**src/design/mfpc_pkg.sv**
```systemverilog
`timescale 1ns / 1ps
// ----------------------------------------------------------------------------
// mfpc_pkg
// Types and constants shared by the motor fader position control block.
// ----------------------------------------------------------------------------
package mfpc_pkg;

    // register map, byte address = 4 * index
    localparam int unsigned ADDR_W = 3;
    localparam logic [ADDR_W-1:0] ADDR_DRIVE_LEVEL     = 3'd0;
    localparam logic [ADDR_W-1:0] ADDR_REPORT_INTERVAL = 3'd4;

    localparam logic [7:0]  DRIVE_LEVEL_RST     = 8'd255;
    localparam logic [15:0] REPORT_INTERVAL_RST = 16'd100;

    // pos = raw*255/660 = raw*51/132; divide by 132 as multiply by
    // ceil(2^23/132), exact for raw*51 below 67650
    localparam logic [5:0]  SCALE_MUL   = 6'd51;
    localparam logic [15:0] RECIP_132   = 16'd63551;
    localparam int unsigned RECIP_SHIFT = 23;

    localparam logic signed [9:0] NEAR_BAND   = 10'sd4;
    localparam logic signed [9:0] UP_MIN_DIST = 10'sd23;

    localparam logic ACT_SAMPLE = 1'b0;
    localparam logic ACT_SET    = 1'b1;

    typedef enum logic [2:0] {
        DIR_STOP = 3'b001,
        DIR_DOWN = 3'b010,
        DIR_UP   = 3'b100
    } t_dir;

    typedef struct packed {
        logic [7:0]  target;
        logic        reached;
        t_dir        dir;
        logic [31:0] last_time;
        logic [8:0]  last_pos;
    } t_state;

    typedef struct packed {
        logic               action;
        logic [9:0]         wiper_raw;
        logic signed [15:0] target_request;
        logic [31:0]        now_ms;
    } t_item;

    typedef struct packed {
        logic [7:0] motor_a_level;
        logic [7:0] motor_b_level;
        logic       at_target;
        logic       report_valid;
        logic [8:0] report_value;
    } t_result;

    typedef struct packed {
        logic [7:0]  drive_level;
        logic [15:0] report_interval_ms;
    } t_cfg;

endpackage

```
**src/design/mfpc_in_if.sv**
```systemverilog
`timescale 1ns / 1ps
// ----------------------------------------------------------------------------
// mfpc_in_if
// Input channel: one command or wiper sample item per handshake.
// ----------------------------------------------------------------------------
interface mfpc_in_if;
    logic               valid;
    logic               ready;
    logic               action;
    logic [9:0]         wiper_raw;
    logic signed [15:0] target_request;
    logic [31:0]        now_ms;

    modport source (output valid, action, wiper_raw, target_request, now_ms,
                    input ready);
    modport sink   (input valid, action, wiper_raw, target_request, now_ms,
                    output ready);
endinterface

```
**src/design/mfpc_out_if.sv**
```systemverilog
`timescale 1ns / 1ps
// ----------------------------------------------------------------------------
// mfpc_out_if
// Result channel: motor leg duties, reached flag and live position report.
// ----------------------------------------------------------------------------
interface mfpc_out_if;
    logic       valid;
    logic       ready;
    logic [7:0] motor_a_level;
    logic [7:0] motor_b_level;
    logic       at_target;
    logic       report_valid;
    logic [8:0] report_value;

    modport source (output valid, motor_a_level, motor_b_level, at_target,
                    report_valid, report_value, input ready);
    modport sink   (input valid, motor_a_level, motor_b_level, at_target,
                    report_valid, report_value, output ready);
endinterface

```
**src/design/motor_fader_position_control.sv**
```systemverilog
`timescale 1ns / 1ps
// ----------------------------------------------------------------------------
// motor_fader_position_control
// Bang-bang position control of a motorized fader with live position reports.
// ----------------------------------------------------------------------------
// Pipeline: item accept into the input register, then decision logic into
// the result register; an item waits while the result register is held.
// Throughput: one item per cycle while results are taken; the decision and
// state update are combinational in the core between the two registers.
// Reset: synchronous, active low; pipeline emptied, state and registers set
// to their defaults (target 0, reached, motor stopped).
// ----------------------------------------------------------------------------
module motor_fader_position_control
    import mfpc_pkg::*;
(
    input  logic              i_clk,
    input  logic              i_rst_n,
    mfpc_in_if.sink           i_item,
    mfpc_out_if.source        o_result,
    input  logic              psel,
    input  logic              penable,
    input  logic              pwrite,
    input  logic [ADDR_W-1:0] paddr,
    input  logic [31:0]       pwdata,
    output logic [31:0]       prdata,
    output logic              pready
);

    t_cfg    r_cfg;
    t_state  r_state;
    t_state  n_state;
    t_item   r_in;
    logic    r_in_v;
    t_result r_res;
    t_result n_res;
    logic    r_res_v;
    logic    advance;
    logic    cfg_wr;

    // configuration port
    assign pready = 1'b1;
    assign cfg_wr = psel && penable && pwrite && pready;

    always_ff @(posedge i_clk) begin
        if (!i_rst_n) begin
            r_cfg.drive_level        <= DRIVE_LEVEL_RST;
            r_cfg.report_interval_ms <= REPORT_INTERVAL_RST;
        end else if (cfg_wr) begin
            case (paddr)
                ADDR_DRIVE_LEVEL:     r_cfg.drive_level        <= pwdata[7:0];
                ADDR_REPORT_INTERVAL: r_cfg.report_interval_ms <= pwdata[15:0];
                default: ;
            endcase
        end
    end

    always_comb begin
        case (paddr)
            ADDR_DRIVE_LEVEL:     prdata = {24'd0, r_cfg.drive_level};
            ADDR_REPORT_INTERVAL: prdata = {16'd0, r_cfg.report_interval_ms};
            default:              prdata = 32'd0;
        endcase
    end

    // pipeline control: the input stage moves on when the result register frees
    assign advance      = r_in_v && (!r_res_v || o_result.ready);
    assign i_item.ready = !r_in_v || advance;

    always_ff @(posedge i_clk) begin
        if (!i_rst_n) begin
            r_in_v <= 1'b0;
        end else if (i_item.ready) begin
            r_in_v <= i_item.valid;
        end
    end

    always_ff @(posedge i_clk) begin
        if (i_item.valid && i_item.ready) begin
            r_in.action         <= i_item.action;
            r_in.wiper_raw      <= i_item.wiper_raw;
            r_in.target_request <= i_item.target_request;
            r_in.now_ms         <= i_item.now_ms;
        end
    end

    mfpc_core u_core (
        .i_item   (r_in),
        .i_state  (r_state),
        .i_cfg    (r_cfg),
        .o_state  (n_state),
        .o_result (n_res)
    );

    always_ff @(posedge i_clk) begin
        if (!i_rst_n) begin
            r_state.target    <= 8'd0;
            r_state.reached   <= 1'b1;
            r_state.dir       <= DIR_STOP;
            r_state.last_time <= 32'd0;
            r_state.last_pos  <= 9'd0;
        end else if (advance) begin
            r_state <= n_state;
        end
    end

    always_ff @(posedge i_clk) begin
        if (!i_rst_n) begin
            r_res_v <= 1'b0;
        end else if (advance) begin
            r_res_v <= 1'b1;
        end else if (o_result.ready) begin
            r_res_v <= 1'b0;
        end
    end

    // hold the result until taken
    always_ff @(posedge i_clk) begin
        if (advance) begin
            r_res <= n_res;
        end
    end

    assign o_result.valid         = r_res_v;
    assign o_result.motor_a_level = r_res.motor_a_level;
    assign o_result.motor_b_level = r_res.motor_b_level;
    assign o_result.at_target     = r_res.at_target;
    assign o_result.report_valid  = r_res.report_valid;
    assign o_result.report_value  = r_res.report_value;

endmodule

```
**src/design/mfpc_core.sv**
```systemverilog
`timescale 1ns / 1ps
// ----------------------------------------------------------------------------
// mfpc_core
// Per-item decision: wiper scaling, drive choice, reached flag and report.
// ----------------------------------------------------------------------------
module mfpc_core
    import mfpc_pkg::*;
(
    input  t_item   i_item,
    input  t_state  i_state,
    input  t_cfg    i_cfg,
    output t_state  o_state,
    output t_result o_result
);

    logic [15:0]        scaled;
    logic [31:0]        prod;
    logic [8:0]         pos;
    logic [7:0]         clamped;
    logic signed [9:0]  tgt_diff;
    logic signed [9:0]  rep_diff;
    logic [31:0]        elapsed;
    logic               interval_ok;
    logic               moved;
    t_state             n_state;
    logic               rep_valid;
    logic [8:0]         rep_value;

    assign scaled   = 16'(i_item.wiper_raw) * 16'(SCALE_MUL);
    assign prod     = 32'(scaled) * 32'(RECIP_132);
    assign pos      = prod[RECIP_SHIFT +: 9];

    assign tgt_diff = $signed({1'b0, pos}) - $signed({2'b00, i_state.target});
    assign rep_diff = $signed({1'b0, pos}) - $signed({1'b0, i_state.last_pos});
    assign elapsed  = i_item.now_ms - i_state.last_time;

    assign interval_ok = elapsed >= {16'd0, i_cfg.report_interval_ms};
    assign moved       = (rep_diff > NEAR_BAND) || (rep_diff < -NEAR_BAND);

    always_comb begin
        if (i_item.target_request < 16'sd0) begin
            clamped = 8'd0;
        end else if (i_item.target_request > 16'sd255) begin
            clamped = 8'd255;
        end else begin
            clamped = i_item.target_request[7:0];
        end
    end

    always_comb begin
        n_state   = i_state;
        rep_valid = 1'b0;
        rep_value = 9'd0;
        if (i_item.action == ACT_SET) begin
            n_state.target  = clamped;
            n_state.reached = 1'b0;
        end else if (i_state.reached) begin
            if (interval_ok && moved) begin
                rep_valid         = 1'b1;
                rep_value         = pos;
                n_state.last_time = i_item.now_ms;
                n_state.last_pos  = pos;
            end
            n_state.dir = DIR_STOP;
        end else if ((tgt_diff <= NEAR_BAND) && (tgt_diff >= -NEAR_BAND)) begin
            n_state.reached = 1'b1;
            n_state.dir     = DIR_STOP;
        end else if (tgt_diff > 10'sd0) begin
            n_state.dir = DIR_DOWN;
        end else if (tgt_diff <= -UP_MIN_DIST) begin
            n_state.dir = DIR_UP;
        end
        // otherwise keep the previous drive
    end

    assign o_state                = n_state;
    assign o_result.motor_a_level = (n_state.dir == DIR_DOWN) ? i_cfg.drive_level : 8'd0;
    assign o_result.motor_b_level = (n_state.dir == DIR_UP) ? i_cfg.drive_level : 8'd0;
    assign o_result.at_target     = n_state.reached;
    assign o_result.report_valid  = rep_valid;
    assign o_result.report_value  = rep_value;

endmodule

```
**src/flat_wrapper.sv**
```systemverilog
// flat-port wrapper written by rule: the top's interface ports become plain ports
module motor_fader_position_control_flat import mfpc_pkg::*;
  (i_clk, i_rst_n, psel, penable, pwrite, paddr, pwdata, prdata, pready, i_item_valid, i_item_action, i_item_wiper_raw, i_item_target_request, i_item_now_ms, i_item_ready, o_result_valid, o_result_motor_a_level, o_result_motor_b_level, o_result_at_target, o_result_report_valid, o_result_report_value, o_result_ready);
  mfpc_in_if i_item_i ();
  mfpc_out_if o_result_i ();
  input  logic i_clk;
  input  logic i_rst_n;
  input  logic psel;
  input  logic penable;
  input  logic pwrite;
  input  logic [ADDR_W-1:0] paddr;
  input  logic [31:0] pwdata;
  output logic [31:0] prdata;
  output logic pready;
  input wire logic [$bits(i_item_i.valid)-1:0] i_item_valid;
  input wire logic [$bits(i_item_i.action)-1:0] i_item_action;
  input wire logic [$bits(i_item_i.wiper_raw)-1:0] i_item_wiper_raw;
  input wire logic [$bits(i_item_i.target_request)-1:0] i_item_target_request;
  input wire logic [$bits(i_item_i.now_ms)-1:0] i_item_now_ms;
  output wire logic [$bits(i_item_i.ready)-1:0] i_item_ready;
  output wire logic [$bits(o_result_i.valid)-1:0] o_result_valid;
  output wire logic [$bits(o_result_i.motor_a_level)-1:0] o_result_motor_a_level;
  output wire logic [$bits(o_result_i.motor_b_level)-1:0] o_result_motor_b_level;
  output wire logic [$bits(o_result_i.at_target)-1:0] o_result_at_target;
  output wire logic [$bits(o_result_i.report_valid)-1:0] o_result_report_valid;
  output wire logic [$bits(o_result_i.report_value)-1:0] o_result_report_value;
  input wire logic [$bits(o_result_i.ready)-1:0] o_result_ready;
  assign i_item_i.valid = i_item_valid;
  assign i_item_i.action = i_item_action;
  assign i_item_i.wiper_raw = i_item_wiper_raw;
  assign i_item_i.target_request = i_item_target_request;
  assign i_item_i.now_ms = i_item_now_ms;
  assign i_item_ready = i_item_i.ready;
  assign o_result_valid = o_result_i.valid;
  assign o_result_motor_a_level = o_result_i.motor_a_level;
  assign o_result_motor_b_level = o_result_i.motor_b_level;
  assign o_result_at_target = o_result_i.at_target;
  assign o_result_report_valid = o_result_i.report_valid;
  assign o_result_report_value = o_result_i.report_value;
  assign o_result_i.ready = o_result_ready;
  motor_fader_position_control u_core (.i_clk(i_clk), .i_rst_n(i_rst_n), .i_item(i_item_i), .o_result(o_result_i), .psel(psel), .penable(penable), .pwrite(pwrite), .paddr(paddr), .pwdata(pwdata), .prdata(prdata), .pready(pready));
endmodule
```
**config.mk**
```make
export PLATFORM = sky130hd
export DESIGN_NAME = motor_fader_position_control_flat
export DESIGN_NICKNAME = d
export VERILOG_FILES = /design/src/design/mfpc_pkg.sv /design/src/design/mfpc_in_if.sv /design/src/design/mfpc_out_if.sv /design/src/design/motor_fader_position_control.sv /design/src/design/mfpc_core.sv /design/src/flat_wrapper.sv
export SDC_FILE = /design/constraint.sdc
export NUM_CORES = 1
export LEC_CHECK = 0
export ABC_AREA = 0
export BUFFER_PORTS_ARGS = -buffer_cell sky130_fd_sc_hd__clkbuf_2
export CORE_ASPECT_RATIO = 1.4
export CORE_MARGIN = 2
export CORE_UTILIZATION = 55
export DETAILED_ROUTE_END_ITERATION = 8
export GPL_TIMING_DRIVEN = 0
export PLACE_DENSITY = 0.83
export REMOVE_ABC_BUFFERS = 1
export SYNTH_ARGS = -nofsm -noshare
export SYNTH_HDL_FRONTEND = slang
export SYNTH_SLANG_ARGS = --single-unit
```
**constraint.sdc**
```tcl
create_clock -name i_clk -period 14.7 [get_ports i_clk]
set_clock_uncertainty 0.2 [all_clocks]
set_input_delay 4.41 -clock i_clk [delete_from_list [all_inputs] [get_ports i_clk]]
set_output_delay 4.41 -clock i_clk [all_outputs]
set_load 0.005 [all_outputs]
```
==> results of run 1 <==
[timing repair]
item	4_1_cts	5_1_grt
gates resized for setup	0	3
setup endpoints to repair	0	46
setup buffers	0	0
hold buffers	0	0
[per-layer routing]
layer | track usage | vias to the layer above
li1 | - | 5878
met1 | 0.257 | 5910
met2 | 0.492 | 356
met3 | 0.0333 | 130
met4 | 0.151 | 0
met5 | 0 | -
[cell usage in the layout, fill, tap and decap left out, drive strengths merged, types with 6 or more instances in the layout]
cell type,n
inv,330
a21oi,130
nor2,78
mux2i,13
clkinv,6
nand3,62
xor2,22
dfxtp,79
nor4,8
o211ai,11
nand4,19
nor2b,12
nand2b,12
nor3,29
o22ai,6
a211oi,7
edfxtp,86
or4,11
and3,20
o21a,11
o21ai,85
fa,109
a2111oi,6
conb,17
clkbuf,146
ha,221
a21o,20
and2,17
xnor2,43
nand2,106
o2111ai,7
[worst reg2reg max path, delay by kind of cell, from the launching register on]
family,cells,cell delay [ns]
flops,1,0.58
simple gates,9,2.82
xor+xnor,3,1.15
compound gates,13,3.60
buf+inv,8,0.63
fa+ha+maj,12,5.11
[state kept, by name, summed over array words and instances, names as in the netlist, 8 cells and up]
| register | cells |
|---|---|
| u_core.r_in | 59 |
| u_core.r_state | 53 |
| u_core.o_result.motor_b_level | 8 |
| u_core.o_result.report_value | 9 |
| u_core.o_result.motor_a_level | 8 |
| u_core.r_cfg | 24 |
[worst min path at each step]
stage	from	end	slack, ns	depth (start not counted)
global placement	u_core.r_state[0]$_SDFFE_PN0P_	u_core.r_state[0]$_SDFFE_PN0P_	0.26	2
global route	u_core.r_cfg[7]$_SDFFE_PN0P_	u_core.r_cfg[7]$_SDFFE_PN0P_	0.30	2
detailed placement	u_core.r_cfg[7]$_SDFFE_PN0P_	u_core.r_cfg[7]$_SDFFE_PN0P_	0.26	2
CTS	u_core.r_cfg[7]$_SDFFE_PN0P_	u_core.r_cfg[7]$_SDFFE_PN0P_	0.27	2
finish	u_core.r_cfg[7]$_SDFFE_PN0P_	u_core.r_cfg[7]$_SDFFE_PN0P_	0.27	2
floorplan	u_core.r_state[0]$_SDFFE_PN0P_	u_core.r_state[0]$_SDFFE_PN0P_	0.24	2
[logic make-up (layout without fill, tap and decap cells)]
kind of cell,count (synthesis),in the layout,share of synthesized area
and+or+nand+nor,389,389,0.125
buffers and inverters,389,489,0.102
adders and majority gates,330,330,0.323
AOI/OAI and AO/OA,329,329,0.131
DFF,165,165,0.272
xor gates and xnor gates,65,65,0.0372
muxes,14,14,0.00924
other,2,18,0.000491
[final cells by class]
type / instances / area (um^2)
Sequential cell: 165 / 4160
Tap cell: 370 / 463
Antenna cell: 1 / 2.50
Clock buffer: 17 / 425
Clock inverter: 15 / 186
Fill cell: 2278 / 10600
Inverter: 323 / 1210
Timing Repair Buffer: 134 / 739
Multi-Input combinational cell: 1144 / 9670
[metrics by stage]
step	cell area (um^2)	setup WS, ns	utilization	std cells
6_report	16900	0.517	0.614	2169
5_1_grt	16900	-0.0111	0.614	2169
4_1_cts	16800	0.0173	0.613	2168
3_5_place_dp	16200	0.106	0.591	2136
3_3_place_gp	16100	0.215	0.587	2131
2_1_floorplan	15000	2.93	-	1632
==> results.ini, run 1 <==
[die]
die_y_um=201
die_x_um=145
rows=72
ios=163
die-area_mm2=0.0292
coreArea_mm2=0.0275
start_util=0.557

[worst_setup_path]
rr_endpoint=u_core.o_result.motor_b_level[4]$_SDFFCE_PP0P_
cp_num_buf_inv=8
worstReg2RegStart=u_core.r_in[48]$_DFFE_PP_
path_depth=45
crit_family=adder cells
crit_top_cell=inv_1
rrSetupSlack_ns=0.52
worstSetupStartpoint=u_core.r_in[48]$_DFFE_PP_
crit_slowest_cell=a2111oi_0
slowest_delay_ns=0.65
worstPathRequired_ns=14.82
setup.worst_path.end=u_core.o_result.motor_b_level[4]$_SDFFCE_PP0P_
critPathMaxFanout=8
crit_type=register to register
rr_worst_depth=45
start_kind=register
arrival_ns=14.30
endpoint_kind=register

[drt]
vias=12300
highest_layer=met4
first_pass_iters=6
vias_per_cell=5.66
wire_per_inst_um=17.0
m1WireLength_um=13300
wl_met2_um=20100
initialDrtViolationCount=565
ant_nets=0
dr_wl_met3_um=1350
drt_wl_total_um=36900
drc_errors=0

[flow_run]
cap_viol_max_count=0

[global_routing]
grtUsageTotal=0.254
antenna_found_initial=1
grt_pass1_vias=12600
grt_overflow=0
grt_pass1_wl_um=59300
grt_max_degree=49

[synth]
yosys.area.top_type=ha_1
synth_seq_cells=165
yosys-top-cells-area=ha_1 (18%), edfxtp_1 (17%), fa_1 (14%)
ys_warn_count=0
avgSynthCellArea_um2=9.09
synth.cell_area_mm2=0.0153
synthCells=1683
synth_cell_type_count=75
synth_common_cells=inv_1 (322), ha_1 (221), a21oi_1 (129)
yosysSeqAreaShare=0.272
synth_top_cell_area_share=0.181
synth.most_common_cell=inv_1
ys.flop_type=edfxtp_1
synth-edff-count=86
async_reset_ff_frac=0

[sta]
min_period_ns=14.18
fmax_mhz=70.5
fin_crit_sh=0.965
slew_viol_final=0
final.setup.tns_ns=0
setup_viol=0
report.final.hold_viol_count=0
tightest_slew_ns=1.27
maxSlewHeadroom=0.150
worst_hold_slack_ns=0.272

[placement]
place_hpwl_um=29200
gp_congestion=0.927
port_buffers=129

[status]
status=completed

[clock_tree]
cts_max_level=4
tritoncts=done
cts_made_buffers=17
clk-insertion-delay-late_ns=0.46
clock_tree.buffer_depth=2
clk_pin_slew_ns=0.07
cts_root_buffer=clkbuf_16
cts_sinks=165

[finish]
drive_gt1_frac=0.105
nNetsFinal=2216
syn2layout_area_growth_pct=10.2

[min_path]
hp-class=register to register

Power of run 1 is not shown: default switching activity piles up to over one toggle a cycle in this logic, so the estimate is an artifact.
==> run 2: changes to the inputs <==
Settings changed: CORE_UTILIZATION 55 to 60, PLACE_DENSITY 0.83 to 0.89.
==> run 2 against run 1 <==
Net effect:
- die area shrank 8.1%
- largest cell class unchanged
- critical path type unchanged
- sequential share of layout area grew 0.083 points
- count of clock-buffer cells in the layout is 3 higher
- worst hold slack better by 0.0017 ns
- routed wire length up 5.3%
- critical path depth up 2
- worst setup slack better by 0.12 ns
- via count rose by 3.1%
==> results.ini, run 2 (synthesis results as in run 1) <==
[finish]
layout_commonest_cell=inv_1
nNetsFinal=2220
top_register=u_core.r_in
utilization=0.667
drive_gt1_frac=0.105
fin_cells=2122
syn2layout_area_growth_pct=9.85
layout_common_cells=inv_1 (321), ha_1 (221), a21oi_1 (129), clkbuf_2 (129), fa_1 (109)
largest_reg_flops=59
reg.largest.list=u_core.r_in: 59 flops, u_core.r_state: 53 flops, u_core.r_cfg: 24 flops

[worst_setup_path]
critPathMaxFanout=8
crit_slowest_cell=fa_1
endpoint_kind=register
slowest_delay_ns=0.66
rrSetupSlack_ns=0.64
crit_type=register to register
worstPathRequired_ns=14.81
start_kind=register
crit_top_cell=inv_1
arrival_ns=14.17

[sta]
fin_crit_sh=0.956
setup_viol=0
worst_slack_ns=0.641
rsz0062_at_grt=false
maxSlewHeadroom=0.145
tightest_slew_ns=1.28
final.setup.tns_ns=0
fmax_mhz=71.1
slew_viol_final=0
report.final.hold_viol_count=0
min_period_ns=14.06

[clock_tree]
clk_pin_slew_ns=0.07
cts_root_buffer=clkbuf_16
tritoncts=done
cts-hold-fix-buffers=0
cts_max_level=4
clock_tree.buffer_depth=2
clk-insertion-delay-late_ns=0.44
cts_sinks=165
cts_made_buffers=17

[placement]
place_ws_ns=0.608
place_hpwl_um=30100
place_inst=2085
gp_congestion=0.942
port_buffers=129

[drt]
first_pass_iters=7
vias=12700
wire_per_inst_um=18.3
initialDrtViolationCount=799
ant_nets=0
drt_wl_total_um=38900
vias_per_cell=5.96
drc_errors=0

[die]
start_util=0.607
die_x_um=139
die-area_mm2=0.0268
coreArea_mm2=0.0252
rows=69
die_y_um=193
ios=163

[global_routing]
grt_pass1_vias=13000
grt_pass1_wl_um=61700
antenna_found_initial=2
grt_overflow=0
grt_max_degree=49
grtUsageTotal=0.288

[min_path]
hp-class=register to register

[flow_run]
cap_viol_max_count=0

[status]
status=completed

run 2: changes by cell type in the layout (fill, tap and decap cells not counted), moves of 2 or more:
cell and delta:
buf_4 +4, clkinv_8 -3, clkbuf_8 +2, clkinv_2 +2, clkinv_4 -2, inv_8 -2
run 2: layout make-up:
cell class,count,area [um^2]
diodes,1,2.50
clock buffers,20,457
clock inverters,12,141
fillers,1897,8400
inverters,323,1210
multi-input cells,1144,9660
flip-flops and latches,165,4160
well taps,319,399
repair buffers,138,766
run 2: path summary, 6_finish.rpt:
path                                   start                                             end  cells after the start
max                u_core.r_in[48]$_DFFE_PP_  u_core.o_result.motor_b_level[7]$_SDFFCE_PP0P_                     47
min          u_core.r_state[26]$_SDFFE_PN0P_                 u_core.r_state[26]$_SDFFE_PN0P_                      2
max reg2reg        u_core.r_in[48]$_DFFE_PP_  u_core.o_result.motor_b_level[7]$_SDFFCE_PP0P_                     47
min reg2reg  u_core.r_state[26]$_SDFFE_PN0P_                 u_core.r_state[26]$_SDFFE_PN0P_                      2
run 2: what timing repair did:
| action | 4_1_cts | 5_1_grt |
|---|---|---|
| setup buffers | 0 | 4 |
| endpoints found under the setup margin | 0 | 57 |
| gates resized for setup | 0 | 3 |
| endpoints found under the hold margin | 0 | 0 |
run 2: metal layers:
metal	vias to the layer above	track usage	wire length, um
li1	5868	-	-
met1	6130	0.293	13600
met2	486	0.556	21200
met3	170	0.0437	1710
met4	0	0.175	2410
met5	-	0	0
run 2: through the flow:
step	hold WS [ns]	instance area, um^2
6_report	0.274	16800
5_1_grt	0.292	16800
4_1_cts	0.272	16800
2_1_floorplan	0.240	15000
3_3_place_gp	0.256	16100
3_5_place_dp	0.263	16200
run 2: critical path: cells and delay by family, from the launching register on:
kind                     cells  cell delay [ns]
AO/OA/AOI/OAI               16             3.69
XOR/XNOR                     3             0.89
adder cells (fa/ha/maj)     12             5.24
buffers and inverters        7             0.45
flip-flops                   1             0.58
AND/OR/NAND/NOR              9             2.89
Power of run 2 is left out for the same reason.
